<file path="config.mk">
export PLATFORM = sky130hd
export DESIGN_NAME = console_line_edit_buffer
export DESIGN_NICKNAME = d
export VERILOG_FILES = /design/src/rtl/cleb_pkg.sv /design/src/rtl/console_line_edit_buffer.sv /design/src/rtl/cleb_ram.sv /design/src/rtl/cleb_core.sv
export SDC_FILE = /design/constraint.sdc
export NUM_CORES = 1
export LEC_CHECK = 0
export BUFFER_PORTS_ARGS = -buffer_cell sky130_fd_sc_hd__buf_2
export CELL_PAD_IN_SITES_DETAIL_PLACEMENT = 1
export CELL_PAD_IN_SITES_GLOBAL_PLACEMENT = 2
export CORE_MARGIN = 1.5
export CORE_UTILIZATION = 45
export DETAILED_ROUTE_END_ITERATION = 8
export GPL_TIMING_DRIVEN = 0
export PLACE_DENSITY_LB_ADDON = 0.1
export SYNTH_ARGS = -nofsm -noshare
export SYNTH_HDL_FRONTEND = slang
export SYNTH_SLANG_ARGS = --single-unit
</file>
<file path="constraint.sdc">
create_clock -name clk -period 14.32 [get_ports clk]
set_clock_uncertainty 0.15 [all_clocks]
set_input_delay 1.432 -clock clk [delete_from_list [all_inputs] [get_ports clk]]
set_output_delay 1.432 -clock clk [all_outputs]
set_load 0.01 [all_outputs]
</file>
<file path="src/rtl/cleb_pkg.sv">
// ----------------------------------------------------------------------------
// cleb_pkg: shared types and constants for the console line edit buffer
// Character codes, default ring depth and the result word layout.
// ----------------------------------------------------------------------------
package cleb_pkg;

  localparam int DefBufferDepth = 128;

  localparam logic [7:0] CH_CTRL_P = 8'h10;
  localparam logic [7:0] CH_CTRL_U = 8'h15;
  localparam logic [7:0] CH_CTRL_H = 8'h08;
  localparam logic [7:0] CH_CTRL_D = 8'h04;
  localparam logic [7:0] CH_DEL    = 8'h7F;
  localparam logic [7:0] CH_CR     = 8'h0D;
  localparam logic [7:0] CH_LF     = 8'h0A;

  // First member is the most significant, so echo_valid lands in bit 0.
  typedef struct packed {
    logic       read_empty;
    logic       read_eof;
    logic       read_line_end;
    logic [7:0] read_byte;
    logic       read_valid;
    logic       line_committed;
    logic       dump_request;
    logic [7:0] erase_count;
    logic [7:0] echo_char;
    logic       echo_valid;
  } cleb_result_t;

  localparam int ResultBits = $bits(cleb_result_t);

endpackage

</file>
<file path="src/rtl/console_line_edit_buffer.sv">
// ----------------------------------------------------------------------------
// console_line_edit_buffer: canonical terminal input line buffer
// Line editing, echo and commit of received characters, byte reads.
// ----------------------------------------------------------------------------
// Results: a received character or a read of an empty buffer gives its result
// word in the cycle after acceptance; a read of a committed byte passes through
// the ring memory's registered read port and then the output register.
// One character word per cycle unless the output stalls; a read blocks new words.
// Reset: rst clears the three pointers, the read sequencer and the output valid
// flag; the ring memory keeps its contents and needs no clearing pass.
module console_line_edit_buffer
  import cleb_pkg::*;
#(
  parameter int BUFFER_DEPTH = DefBufferDepth
) (
  input  logic        clk,
  input  logic        rst,
  input  logic        s_tvalid,
  output logic        s_tready,
  input  logic [15:0] s_tdata,   // rx_char[7:0], read_started[8], zero fill
  input  logic        s_tuser,   // operation
  output logic        m_tvalid,
  input  logic        m_tready,
  output logic [31:0] m_tdata    // echo_valid[0], echo_char[8:1], erase_count[16:9],
                                 // dump_request[17], line_committed[18],
                                 // read_valid[19], read_byte[27:20],
                                 // read_line_end[28], read_eof[29], read_empty[30]
);

  logic         busy;
  logic         acc;
  logic         res_valid;
  cleb_result_t res;
  cleb_result_t out_res;

  assign s_tready = !busy && (!m_tvalid || m_tready);
  assign acc      = s_tvalid && s_tready;

  cleb_core #(
    .BUFFER_DEPTH(BUFFER_DEPTH)
  ) u_core (
    .clk      (clk),
    .rst      (rst),
    .acc      (acc),
    .op       (s_tuser),
    .rx_char  (s_tdata[7:0]),
    .started  (s_tdata[8]),
    .busy     (busy),
    .res_valid(res_valid),
    .res      (res)
  );

  always_ff @(posedge clk) begin
    if (rst) begin
      m_tvalid <= 1'b0;
    end else if (res_valid) begin
      m_tvalid <= 1'b1;
    end else if (m_tready) begin
      m_tvalid <= 1'b0;
    end
  end

  always_ff @(posedge clk) begin
    if (res_valid) begin
      out_res <= res;
    end
  end

  assign m_tdata = {(32 - ResultBits)'(0), out_res};

endmodule

</file>
<file path="src/rtl/cleb_ram.sv">
// ----------------------------------------------------------------------------
// cleb_ram: generic simple dual-port RAM
// One write port and one read port, read data registered.
// ----------------------------------------------------------------------------
module cleb_ram #(
  parameter int WIDTH = 8,
  parameter int DEPTH = 128
) (
  input  logic                     clk,
  input  logic                     we,
  input  logic [$clog2(DEPTH)-1:0] waddr,
  input  logic [WIDTH-1:0]         wdata,
  input  logic                     re,
  input  logic [$clog2(DEPTH)-1:0] raddr,
  output logic [WIDTH-1:0]         rdata
);

  logic [WIDTH-1:0] mem [DEPTH];

  always_ff @(posedge clk) begin
    if (we) begin
      mem[waddr] <= wdata;
    end
    if (re) begin
      rdata <= mem[raddr];
    end
  end

endmodule

</file>
<file path="src/rtl/cleb_core.sv">
// ----------------------------------------------------------------------------
// cleb_core: pointer unit and sequencer of the line edit buffer
// Holds the read, commit and edit pointers, edits the line held in the ring
// memory and pops committed bytes through the memory's registered read port.
// ----------------------------------------------------------------------------
module cleb_core
  import cleb_pkg::*;
#(
  parameter int BUFFER_DEPTH = DefBufferDepth
) (
  input  logic         clk,
  input  logic         rst,
  input  logic         acc,
  input  logic         op,
  input  logic [7:0]   rx_char,
  input  logic         started,
  output logic         busy,
  output logic         res_valid,
  output cleb_result_t res
);

  localparam int AW = $clog2(BUFFER_DEPTH);
  localparam int PW = AW + 1;
  localparam int XW = PW + 1;
  localparam int SW = (PW > 8) ? PW : 8;
  localparam logic [XW-1:0] SPAN = XW'(2 * BUFFER_DEPTH);
  localparam logic [PW-1:0] DEPTH_P = PW'(BUFFER_DEPTH);

  typedef enum logic [1:0] {
    ST_IDLE = 2'b01,
    ST_READ = 2'b10
  } state_t;

  state_t        state, state_next;
  logic [PW-1:0] read_ptr, read_ptr_next;
  logic [PW-1:0] commit_ptr, commit_ptr_next;
  logic [PW-1:0] edit_ptr, edit_ptr_next;
  logic          started_q;

  logic          mem_we;
  logic [AW-1:0] mem_waddr;
  logic [7:0]    mem_wdata;
  logic          mem_re;
  logic [AW-1:0] mem_raddr;
  logic [7:0]    mem_rdata;

  logic [PW-1:0] fill;
  logic [PW-1:0] line_len;
  logic [SW-1:0] line_len_ext;
  logic [7:0]    ch;

  function automatic logic [PW-1:0] ptr_inc(input logic [PW-1:0] p);
    logic [XW-1:0] s;
    s = {1'b0, p} + XW'(1);
    return (s >= SPAN) ? '0 : s[PW-1:0];
  endfunction

  function automatic logic [PW-1:0] ptr_dec(input logic [PW-1:0] p);
    return (p == '0) ? PW'(2 * BUFFER_DEPTH - 1) : p - PW'(1);
  endfunction

  function automatic logic [PW-1:0] ptr_diff(input logic [PW-1:0] a,
                                             input logic [PW-1:0] b);
    logic [XW-1:0] d;
    d = (a >= b) ? ({1'b0, a} - {1'b0, b}) : ({1'b0, a} + SPAN - {1'b0, b});
    return d[PW-1:0];
  endfunction

  function automatic logic [AW-1:0] ptr_index(input logic [PW-1:0] p);
    logic [PW-1:0] i;
    i = (p >= DEPTH_P) ? (p - DEPTH_P) : p;
    return i[AW-1:0];
  endfunction

  cleb_ram #(
    .WIDTH(8),
    .DEPTH(BUFFER_DEPTH)
  ) u_ram (
    .clk  (clk),
    .we   (mem_we),
    .waddr(mem_waddr),
    .wdata(mem_wdata),
    .re   (mem_re),
    .raddr(mem_raddr),
    .rdata(mem_rdata)
  );

  assign fill         = ptr_diff(edit_ptr, read_ptr);
  assign line_len     = ptr_diff(edit_ptr, commit_ptr);
  assign line_len_ext = SW'(line_len);
  assign ch           = (rx_char == CH_CR) ? CH_LF : rx_char;
  assign mem_raddr    = ptr_index(read_ptr);
  assign mem_waddr    = ptr_index(edit_ptr);
  assign mem_wdata    = ch;
  assign busy         = (state != ST_IDLE);

  always_comb begin
    state_next      = state;
    read_ptr_next   = read_ptr;
    commit_ptr_next = commit_ptr;
    edit_ptr_next   = edit_ptr;
    mem_we          = 1'b0;
    mem_re          = 1'b0;
    res_valid       = 1'b0;
    res             = '0;
    unique case (state)
      ST_IDLE: begin
        if (acc && !op) begin
          res_valid = 1'b1;
          case (rx_char) inside
            CH_CTRL_P: begin
              res.dump_request = 1'b1;
            end
            CH_CTRL_U: begin
              res.erase_count = (line_len_ext > SW'(255)) ? 8'hFF : line_len_ext[7:0];
              edit_ptr_next   = commit_ptr;
            end
            CH_CTRL_H, CH_DEL: begin
              if (edit_ptr != commit_ptr) begin
                edit_ptr_next   = ptr_dec(edit_ptr);
                res.erase_count = 8'd1;
              end
            end
            default: begin
              if (rx_char != 8'h00 && fill < DEPTH_P) begin
                res.echo_valid = 1'b1;
                res.echo_char  = ch;
                mem_we         = 1'b1;
                edit_ptr_next  = ptr_inc(edit_ptr);
                // The ring becomes full when one slot was left before this write.
                if (ch == CH_LF || ch == CH_CTRL_D || fill == DEPTH_P - PW'(1)) begin
                  commit_ptr_next    = ptr_inc(edit_ptr);
                  res.line_committed = 1'b1;
                end
              end
            end
          endcase
        end else if (acc) begin
          if (read_ptr == commit_ptr) begin
            res_valid      = 1'b1;
            res.read_empty = 1'b1;
          end else begin
            mem_re     = 1'b1;
            state_next = ST_READ;
          end
        end
      end
      ST_READ: begin
        res_valid  = 1'b1;
        state_next = ST_IDLE;
        if (mem_rdata == CH_CTRL_D) begin
          res.read_eof = 1'b1;
          // An end-of-file mark stays put if this read already returned bytes.
          if (!started_q) begin
            read_ptr_next = ptr_inc(read_ptr);
          end
        end else begin
          read_ptr_next     = ptr_inc(read_ptr);
          res.read_valid    = 1'b1;
          res.read_byte     = mem_rdata;
          res.read_line_end = (mem_rdata == CH_LF);
        end
      end
      default: begin
        state_next = ST_IDLE;
      end
    endcase
  end

  always_ff @(posedge clk) begin
    if (rst) begin
      state      <= ST_IDLE;
      read_ptr   <= '0;
      commit_ptr <= '0;
      edit_ptr   <= '0;
    end else begin
      state      <= state_next;
      read_ptr   <= read_ptr_next;
      commit_ptr <= commit_ptr_next;
      edit_ptr   <= edit_ptr_next;
    end
  end

  always_ff @(posedge clk) begin
    if (acc) begin
      started_q <= started;
    end
  end

endmodule

</file>
# Yosys cells after proc, flatten, opt, wreduce, memory -nomap -nowiden
# Memories as Yosys holds them, arrays and structs flattened. A register that Yosys moved wholly into a read port is not among the register bits.
# Index checks and enable logic that the tools add are counted.
[op_classes]
addsub = 10
n_lt_le_gt_ge = 8
n_eq_ne = 17
n_mux = 41
bitwise = 8
reduce_logical = 26
[ops]
columns = ["cell", "n"]
rows = [
  ["$mux 8", 15],
  ["$eq 8x4->1 const B", 4],
  ["$sub 8x8->8", 4],
  ["$mux 1", 23],
  ["$add 8x1->9 const B", 2],
  ["$ge 9x9->1 const B", 2],
  ["$eq 8x3->1 const B", 2],
  ["$eq 8x5->1 const B", 2],
  ["$eq 8x7->1 const B", 2],
  ["$ge 8x8->1", 2],
  ["$ge 8x8->1 const B", 2],
  ["$mux 7", 2],
  ["$sub 7x1->7 const B", 2],
  ["$add 8x1->8 const B", 1],
  ["$eq 8x8->1", 1],
  ["$gt 8x8->1 const B", 1],
  ["$logic_not 8->1", 1],
  ["$lt 8x8->1 const B", 1],
  ["$ne 8x8->1", 1],
  ["$not 1->1", 8],
  ["$reduce_bool 8->1", 1],
  ["$reduce_or 2->1", 4],
  ["$sub 8x1->8 const B", 1],
  ["$reduce_and 7->1", 1],
  ["other kinds (17)", 25],
]
[word_totals]
register_bits = 59
ramBits = 1024
in_bits = 21
word_cells = 127
n_memories = 1
[mem_list]
columns = ["name", "depth", "width", "rd", "rd_ports_with_merged_regs", "wr", "line", "source"]
rows = [
  ["u_core.u_ram.mem", 128, 8, 1, 1, 1, "cleb_ram.sv:18", "logic [WIDTH-1:0] mem [DEPTH];"],
]

# Logic depth before layout (Yosys ltp)
# Gate-level depths: netlist of run 1.
[logic_depth]
ltp_word = 13
ltp_mapped = 14
ltp_nobuf = 10

# By module
# From an unflattened synthesis of run 1, not the netlist that was laid out.
[hier_totals]
hier_cells = 2051
area_unflattened_um2 = 43563.0
[by_module_without_submodules]
columns = ["mod", "n_inst", "cells_each", "area_each_um2", "seq_area_each_um2"]
rows = [
  ["cleb_ram", 1, 1635, 39745.6, 30989.7],
  ["cleb_core", 1, 378, 2815.2, 550.5],
  ["console_line_edit_buffer", 1, 38, 1002.2, 950.9],
]

# Worst setup path before layout of run 1
# Ideal clock, no wire load.
[synth_timing]
path_kind = "in2reg"
start = "in s_tdata[7]"
end = "mem u_core.u_ram.mem[0][2] (data pin)"
setup_time_ns = 1.250
arrival_ns = 6.827
required_ns = 12.920
setup_slack_ns = 6.093
cell_stages = 3
cell_sequence = "or4_4 nor3b_2 a21boi_0"
[synth_between]
elab_chain_len = 2
[synth_rtl]
columns = ["item", "line", "source"]
rows = [
  ["start, declared", "console_line_edit_buffer.sv:20", "input logic [15:0] s_tdata,"],
  ["$eq 8x4->1", "cleb_core.sv:91", "assign ch = (rx_char == CH_CR) ? CH_LF : rx_char;"],
  ["$mux 8", "cleb_core.sv:91", ""],
  ["named net u_core.ch[2]", "cleb_core.sv:50", "logic [7:0] ch;"],
  ["end, declared", "cleb_ram.sv:18", ""],
]
# The timed path passes the listed nets, and every way through them passes these cells.

# Final worst setup path of run 1
[layout_timing]
start = "reg u_core.read_ptr[4]"
end = "mem u_core.u_ram.mem[45][4] (enable)"
[layout_between]
elab_chain_len = 12
elab_cells_between_ends = 14
[layout_rtl]
columns = ["item", "line", "source"]
rows = [
  ["start, declared", "cleb_core.sv:35", "logic [PW-1:0] read_ptr, read_ptr_next;"],
  ["start signal, assigned", "cleb_core.sv:178", "read_ptr <= read_ptr_next;"],
  ["$sub 8x8->8 or $ge 8x8->1 (tied branches)", "cleb_core.sv:65", "d = (a >= b) ? ({1'b0, a} - {1'b0, b}) : ({1'b0, a} + SPAN - {1'b0, b});"],
  ["$mux 8 *", "cleb_core.sv:65", ""],
  ["$lt 8x8->1 *", "cleb_core.sv:125", "if (rx_char != 8'h00 && fill < DEPTH_P) begin"],
  ["$logic_and 1x1->1 *", "cleb_core.sv:125", ""],
  ["$mux 1 *", "cleb_core.sv:125", ""],
  ["$mux 1 * (3 in series)", "cleb_core.sv:110", "case (rx_char) inside"],
  ["$mux 1 *", "cleb_core.sv:108", "if (acc && !op) begin"],
  ["$mux 1 *", "cleb_core.sv:106", "unique case (state)"],
  ["$mux 1 *", "cleb_ram.sv:21", "if (we) begin"],
  ["$mux 1 (not written as such) *", "cleb_ram.sv:22", "mem[waddr] <= wdata;"],
]
# Mark *: on every way between the ends. The rest lies on a longest branch, timed or not.

==> results.json, run 1 <==
{
  "worstMarginPinSlew_ns": 1.54,
  "fin_hold_ws_ns": 0.381,
  "num_rows": 114,
  "first_iter_violations": 3305,
  "cp_top_family": "buffers and inverters",
  "dr.pass1.iters": 6,
  "vias": 24659,
  "ys_types": 76,
  "met1_length_mm": 60.5,
  "peakVddDrop_mv": 0.105,
  "clk_pin_slew_worst_paths_ns": 0.06,
  "finalHoldViolations": 0,
  "synthCells": 2252,
  "setup.worst_path.start_class": "flip-flop",
  "ioPinCount": 55,
  "synth_nets": 2296,
  "root_buffer": "clkbuf_16",
  "status": "finished with violations",
  "syn_to_final_growth_pct": 13.6,
  "p_per_area_mw_per_mm2": 131,
  "grt_pass1_vias": 24210,
  "wl_per_cell_um": 39.7,
  "power_leakage_uw": 0.0153,
  "drc_errors": 0,
  "die_x_um": 315,
  "path_class": "reg2reg",
  "grt.total_usage_pct": 30.9,
  "path_buf_inv": 5,
  "layout-drive-gt1-share_pct": 23.9,
  "worstPathRequired_ns": 14.49,
  "yosys_register_bits": 1091,
  "post_cts_buffers": 0,
  "clock_latency_ns": 0.72,
  "initial_core_util_pct": 45.4,
  "postRouteAntennaNets": 0,
  "finalCritPeriodShare_pct": 49.4,
  "synth.avg_cell_area_sq_um": 19.5,
  "endpoint_kind": "flip-flop",
  "die-area_sq_mm": 0.0992,
  "grt_max_degree": 89,
  "maxCapViolCount": 3,
  "cts_buffers": 114,
  "top_layer": "met4",
  "finalSetupViolCount": 0,
  "yosysSeqAreaShare_pct": 74.2,
  "coreArea_sq_mm": 0.0966,
  "crit_chain": "inv_1 -> clkbuf_1 -> buf_1 -> ha_1 -> a21oi_1 -> o21ai_0 -> nor4b_4 -> o21ai_4 -> inv_2 -> nand4_1 -> buf_2 -> nor2_1",
  "hold_buffers": 0,
  "grt_pass1_wl_mm": 205,
  "nets": 2478,
  "syn_area_sq_mm": 0.0438,
  "h-tree-depth": 3,
  "yosysTopAreaCellShare_pct": 72.9,
  "antenna_found_initial": 4,
  "met3_wirelength_mm": 14.2,
  "wl_met2_mm": 69.5,
  "synth-main-ff-cell": "edfxtp_1",
  "critPathMaxFanout": 10,
  "routed_wl_mm": 151,
  "slew_viol_final": 33,
  "crit_arrival_ns": 7.25,
  "ctsResizeCount": 0,
  "mostFrequentLayoutCell": "edfxtp_1",
  "yosys-top-cells-area": "edfxtp_1 (73%), mux4_2 (14%), nor2_1 (1.7%)",
  "power_uw": 6540,
  "violations": "max-capacitance violations, max-slew violations",
  "clock_sinks": 1091,
  "portBuffers": 46,
  "dp_hpwl_mm": 100,
  "ys_async_sr_fraction_pct": 0,
  "clock_path_buffers": 3,
  "mostFrequentLayoutCells": "edfxtp_1 (1064), mux4_2 (267), nor2_1 (198)",
  "place.gp.congestion": 0.941,
  "cts_tree": "done",
  "max_stage_delay_ns": 0.89,
  "synth_area_leader_cell": "edfxtp_1",
  "hp-class": "reg2reg",
  "max_freq_ghz": 0.141,
  "slew_headroom_pct": -2.75,
  "critPathSlowestCell": "buf_1",
  "min_period_ns": 7.08,
  "r2r_setup_slack_ns": 7.24,
  "routed_via_density": 6.47,
  "synth_edf_count": 1064,
  "chipHeight_um": 315,
  "yosys_warnings": 0,
  "rsz0062_at_grt": "false",
  "overflow": 0
}
where the power goes:
part	internal [uW]	switching (uW)	leakage (uW)	total [uW]
Clock	1620	1280	0.00176	2900
Sequential	3510	2.44	0.00982	3510
Combinational	30.2	97.7	0.00376	128
routing by layer:
metal / track usage (%) / vias up
li1: - / 9601
met1: 42.9 / 13342
met2: 47.1 / 1418
met3: 7.33 / 298
met4: 12.6 / 0
met5: 0 / -
per-stage QoR:
stage	worst slack (ns)	TNS (ns)	utilization (%)	area, sq um	cells
global placement	-1.05	-132.69	47.3	45600	3574
floorplan	6.09	0	-	43800	2252
CTS	7.47	0	51.5	49700	3805
detailed placement	7.48	0	47.8	46100	3593
global route	7.25	0	51.5	49800	3807
finish	7.24	0	51.5	49800	3810
flip-flops by register name, summed over array words and instances, names as in the netlist:
name                flops
u_core.read_ptr         8
u_core.commit_ptr       8
u_core.u_ram.mem     1024
m_tvalid                1
u_core.edit_ptr         8
u_core.started_q        1
m_tdata                31
u_core.u_ram.rdata      8
u_core.state            2
logic make-up after synthesis:
kind of cell | count (synthesis) | synth area share (%)
other cells | 1 | 0.00856
flops | 1091 | 74.2
mux | 325 | 15.1
xor+xnor | 29 | 0.580
compound gates | 199 | 3.13
simple gates | 431 | 4.55
buf+inv | 153 | 1.81
fa+ha+maj | 23 | 0.691
cell usage after synthesis, types with 9 or more instances:
| cell | number |
|---|---|
| a2111oi_0 | 12 |
| a211oi_1 | 12 |
| a21oi_1 | 52 |
| a221oi_1 | 15 |
| a22oi_1 | 14 |
| a31oi_1 | 9 |
| and2_1 | 25 |
| buf_2 | 35 |
| buf_4 | 20 |
| buf_6 | 12 |
| clkbuf_1 | 52 |
| dfxtp_1 | 27 |
| edfxtp_1 | 1064 |
| ha_1 | 21 |
| inv_1 | 21 |
| mux2i_1 | 51 |
| mux4_2 | 267 |
| nand2_1 | 76 |
| nand3_1 | 29 |
| nand4_1 | 21 |
| nor2_1 | 199 |
| nor2b_1 | 16 |
| nor3_1 | 29 |
| o21ai_0 | 30 |
| xnor2_1 | 15 |
| xor2_1 | 14 |
worst paths after layout:
kind | startpoint | end | depth (start not counted)
setup / recovery | u_core.read_ptr[4]$_SDFFE_PP0P_ | u_core.u_ram.mem[45][4]$_DFFE_PP_ | 12
setup reg to reg | u_core.read_ptr[4]$_SDFFE_PP0P_ | u_core.u_ram.mem[45][4]$_DFFE_PP_ | 12
hold / removal | u_core.state[0]$_SDFFE_PP1P_ | u_core.state[0]$_SDFFE_PP1P_ | 2
hold reg to reg | u_core.state[0]$_SDFFE_PP1P_ | u_core.state[0]$_SDFFE_PP1P_ | 2
final cells by class:
class | count | area [sq um]
well taps | 1276 | 1600
multi-input cells | 1008 | 10600
plain buffers | 128 | 729
flip-flops and latches | 1091 | 32500
repair buffers | 66 | 653
inverters | 25 | 93.8
diodes | 4 | 10.0
clock inverters | 78 | 628
fillers | 8592 | 46800
clock buffers | 134 | 2970
worst register-to-register path: cells and delay by family, from the launching register on:
family / cells / cell delay (ns)
AOI/OAI and AO/OA: 3 / 0.70
buffers and inverters: 5 / 2.72
and+or+nand+nor: 3 / 2.16
DFF: 1 / 0.51
adders and majority gates: 1 / 0.46
Note: power is estimated with default switching activity, not from simulation.
==> run 2, diff against run 1 <==
- clock period: 14.32 -> 5.7 ns (I/O delays scaled with it)
==> results.json, run 2 (synthesis results as in run 1) <==
{
  "status": "finished with violations",
  "violations": "max-capacitance violations, max-slew violations, negative setup slack",
  "die_x_um": 315,
  "grt_pass1_vias": 24783,
  "finalHoldViolations": 0,
  "routed_via_density": 6.40,
  "antenna_found_initial": 3,
  "path_class": "reg2reg",
  "rsz0062_at_grt": "false",
  "worstMarginPinSlew_ns": 1.52,
  "p_per_area_mw_per_mm2": 329,
  "endpoint_kind": "flip-flop",
  "finalCritPeriodShare_pct": 101,
  "root_buffer": "clkbuf_16",
  "die-area_sq_mm": 0.0992,
  "regMostFlops": "u_core.u_ram.mem",
  "overflow": 0,
  "path_buf_inv": 5,
  "r2r_end": "u_core.u_ram.mem[60][3]$_DFFE_PP_",
  "pwr-share-comb_pct": 2.1,
  "dr.pass1.iters": 6,
  "grt_pass1_wl_mm": 208,
  "grt_max_degree": 89,
  "mostFrequentLayoutCell": "edfxtp_1",
  "layout-drive-gt1-share_pct": 26.8,
  "dp_hpwl_mm": 102,
  "largest_reg_flops": 1024,
  "fin_cells": 3823,
  "slew_viol_final": 17,
  "drc_errors": 0,
  "switching_share_pct": 21.4,
  "first_iter_violations": 3543,
  "seqPwrFrac_pct": 53.6,
  "nets": 2492,
  "crit_arrival_ns": 5.96,
  "worstReg2RegStart": "u_core.read_ptr[2]$_SDFFE_PP0P_",
  "ioPinCount": 55,
  "chipHeight_um": 315,
  "internal_power_uw": 12900,
  "peakVddDrop_mv": 0.243,
  "worstHoldPathCells": 2,
  "critPathSlowestCell": "dfxtp_1",
  "vias": 24485,
  "clk_pin_slew_worst_paths_ns": 0.06,
  "place.gp.congestion": 0.934,
  "wl_per_cell_um": 40.0,
  "postRouteAntennaNets": 0,
  "setup.worst_path.start_class": "flip-flop",
  "r2r_setup_slack_ns": -0.07,
  "dp_cells": 3595,
  "worstPathRequired_ns": 5.88,
  "maxCapViolCount": 2,
  "p_clk_share_pct": 44.3,
  "finalSetupViolCount": 29,
  "min_period_ns": 5.77,
  "p_sw_uw": 3520,
  "h-tree-depth": 3,
  "slew_headroom_pct": -1.60,
  "initial_core_util_pct": 45.4,
  "postLayoutSetupSlackWorst_ns": -0.0748,
  "cts_tree": "done",
  "cp_top_family": "buffers and inverters",
  "mostFrequentLayoutCells": "edfxtp_1 (1064), mux4_2 (267), nor2_1 (148)",
  "worstHoldEndpoint": "m_tdata[7]$_SDFFCE_PP0P_",
  "placed_area_sq_mm": 0.0462,
  "portBuffers": 46,
  "syn_to_final_growth_pct": 14.4,
  "hold_start": "s_tdata[6]",
  "grt.total_usage_pct": 31.2,
  "max_freq_ghz": 0.173,
  "multi_input_area_sq_mm": 0.0107,
  "hp-class": "in2reg",
  "fillers": 8655,
  "coreArea_sq_mm": 0.0966,
  "final_area_sq_mm": 0.0501,
  "critPathMaxFanout": 10,
  "rr_worst_depth": 12,
  "clock_latency_ns": 0.72,
  "seq_area_sq_mm": 0.0325,
  "max_stage_delay_ns": 0.76,
  "clock_sinks": 1091,
  "clock_path_buffers": 3,
  "num_rows": 114,
  "crit_chain": "inv_2 -> clkbuf_2 -> ha_1 -> o21ai_1 -> a21oi_1 -> nor4b_4 -> o21ai_4 -> inv_2 -> buf_4 -> nand3_2 -> buf_4 -> nor2_2",
  "cts_buffers": 114,
  "routed_wl_mm": 153,
  "power_leakage_uw": 0.0154
}
==> run 2: repair_timing <==
item,CTS,global route
gates resized for setup,42,18
setup buffers,12,3
cloned,0,0
hold endpoints to repair,2,0
endpoints found under the setup margin,1000,496
hold buffers,2,0
==> run 2: stage by stage <==
stage | util [%] | hold WS [ns] | power, uW | TNS, ns | setup slack [ns]
final | 51.9 | 0.0663 | 16500 | -0.888 | -0.0748
after global routing | 51.9 | 0.0861 | 16800 | 0 | 0.00893
after CTS | 51.8 | 0.0393 | 16500 | -1.79 | -0.0627
after detailed placement | 47.8 | 0.373 | 9330 | -630.26 | -1.14
after global placement | 47.3 | 0.358 | 9320 | -2807.73 | -4.50
after floorplan | - | 0.337 | 9160 | 0 | 0.210
==> run 2: worst max path at each step <==
stage | from | end | slack, ns | cells after the start
6_report | u_core.read_ptr[2]$_SDFFE_PP0P_ | u_core.u_ram.mem[60][3]$_DFFE_PP_ | -0.07 | 12
5_1_grt | u_core.read_ptr[2]$_SDFFE_PP0P_ | u_core.u_ram.mem[116][4]$_DFFE_PP_ | 0.009 | 12
4_1_cts | u_core.read_ptr[3]$_SDFFE_PP0P_ | u_core.u_ram.mem[103][3]$_DFFE_PP_ | -0.06 | 14
3_5_place_dp | u_core.read_ptr[4]$_SDFFE_PP0P_ | u_core.u_ram.mem[37][7]$_DFFE_PP_ | -1.14 | 12
3_3_place_gp | s_tdata[7] | u_core.u_ram.mem[18][1]$_DFFE_PP_ | -4.50 | 3
2_1_floorplan | s_tdata[7] | u_core.u_ram.mem[0][1]$_DFFE_PP_ | 0.21 | 2
==> run 2: metal layers <==
layer	routed length, um	GRT usage [%]
met1	60500	43.3
met2	70800	47.8
met3	14200	6.30
met4	7500	14.4
met5	11	0
==> run 2: layout make-up <==
class / instances / area share [%]
timing repair buffer: 84 / 1.68
multi-input combinational: 1008 / 21.4
clock inverter: 87 / 1.44
inverter: 25 / 0.200
buffer: 124 / 1.44
tap: 1276 / 3.19
sequential: 1091 / 64.8
clock buffer: 127 / 5.79
antenna: 1 / 0.00499
==> run 2: power groups by stage <==
stage | Clock, uW | Sequential [uW] | Combinational, uW
global route | 7630 | 8820 | 357
detailed placement | 0 | 9000 | 331
floorplan | 0 | 9020 | 131
global placement | 0 | 9040 | 271
finish | 7300 | 8830 | 339
CTS | 7350 | 8830 | 335
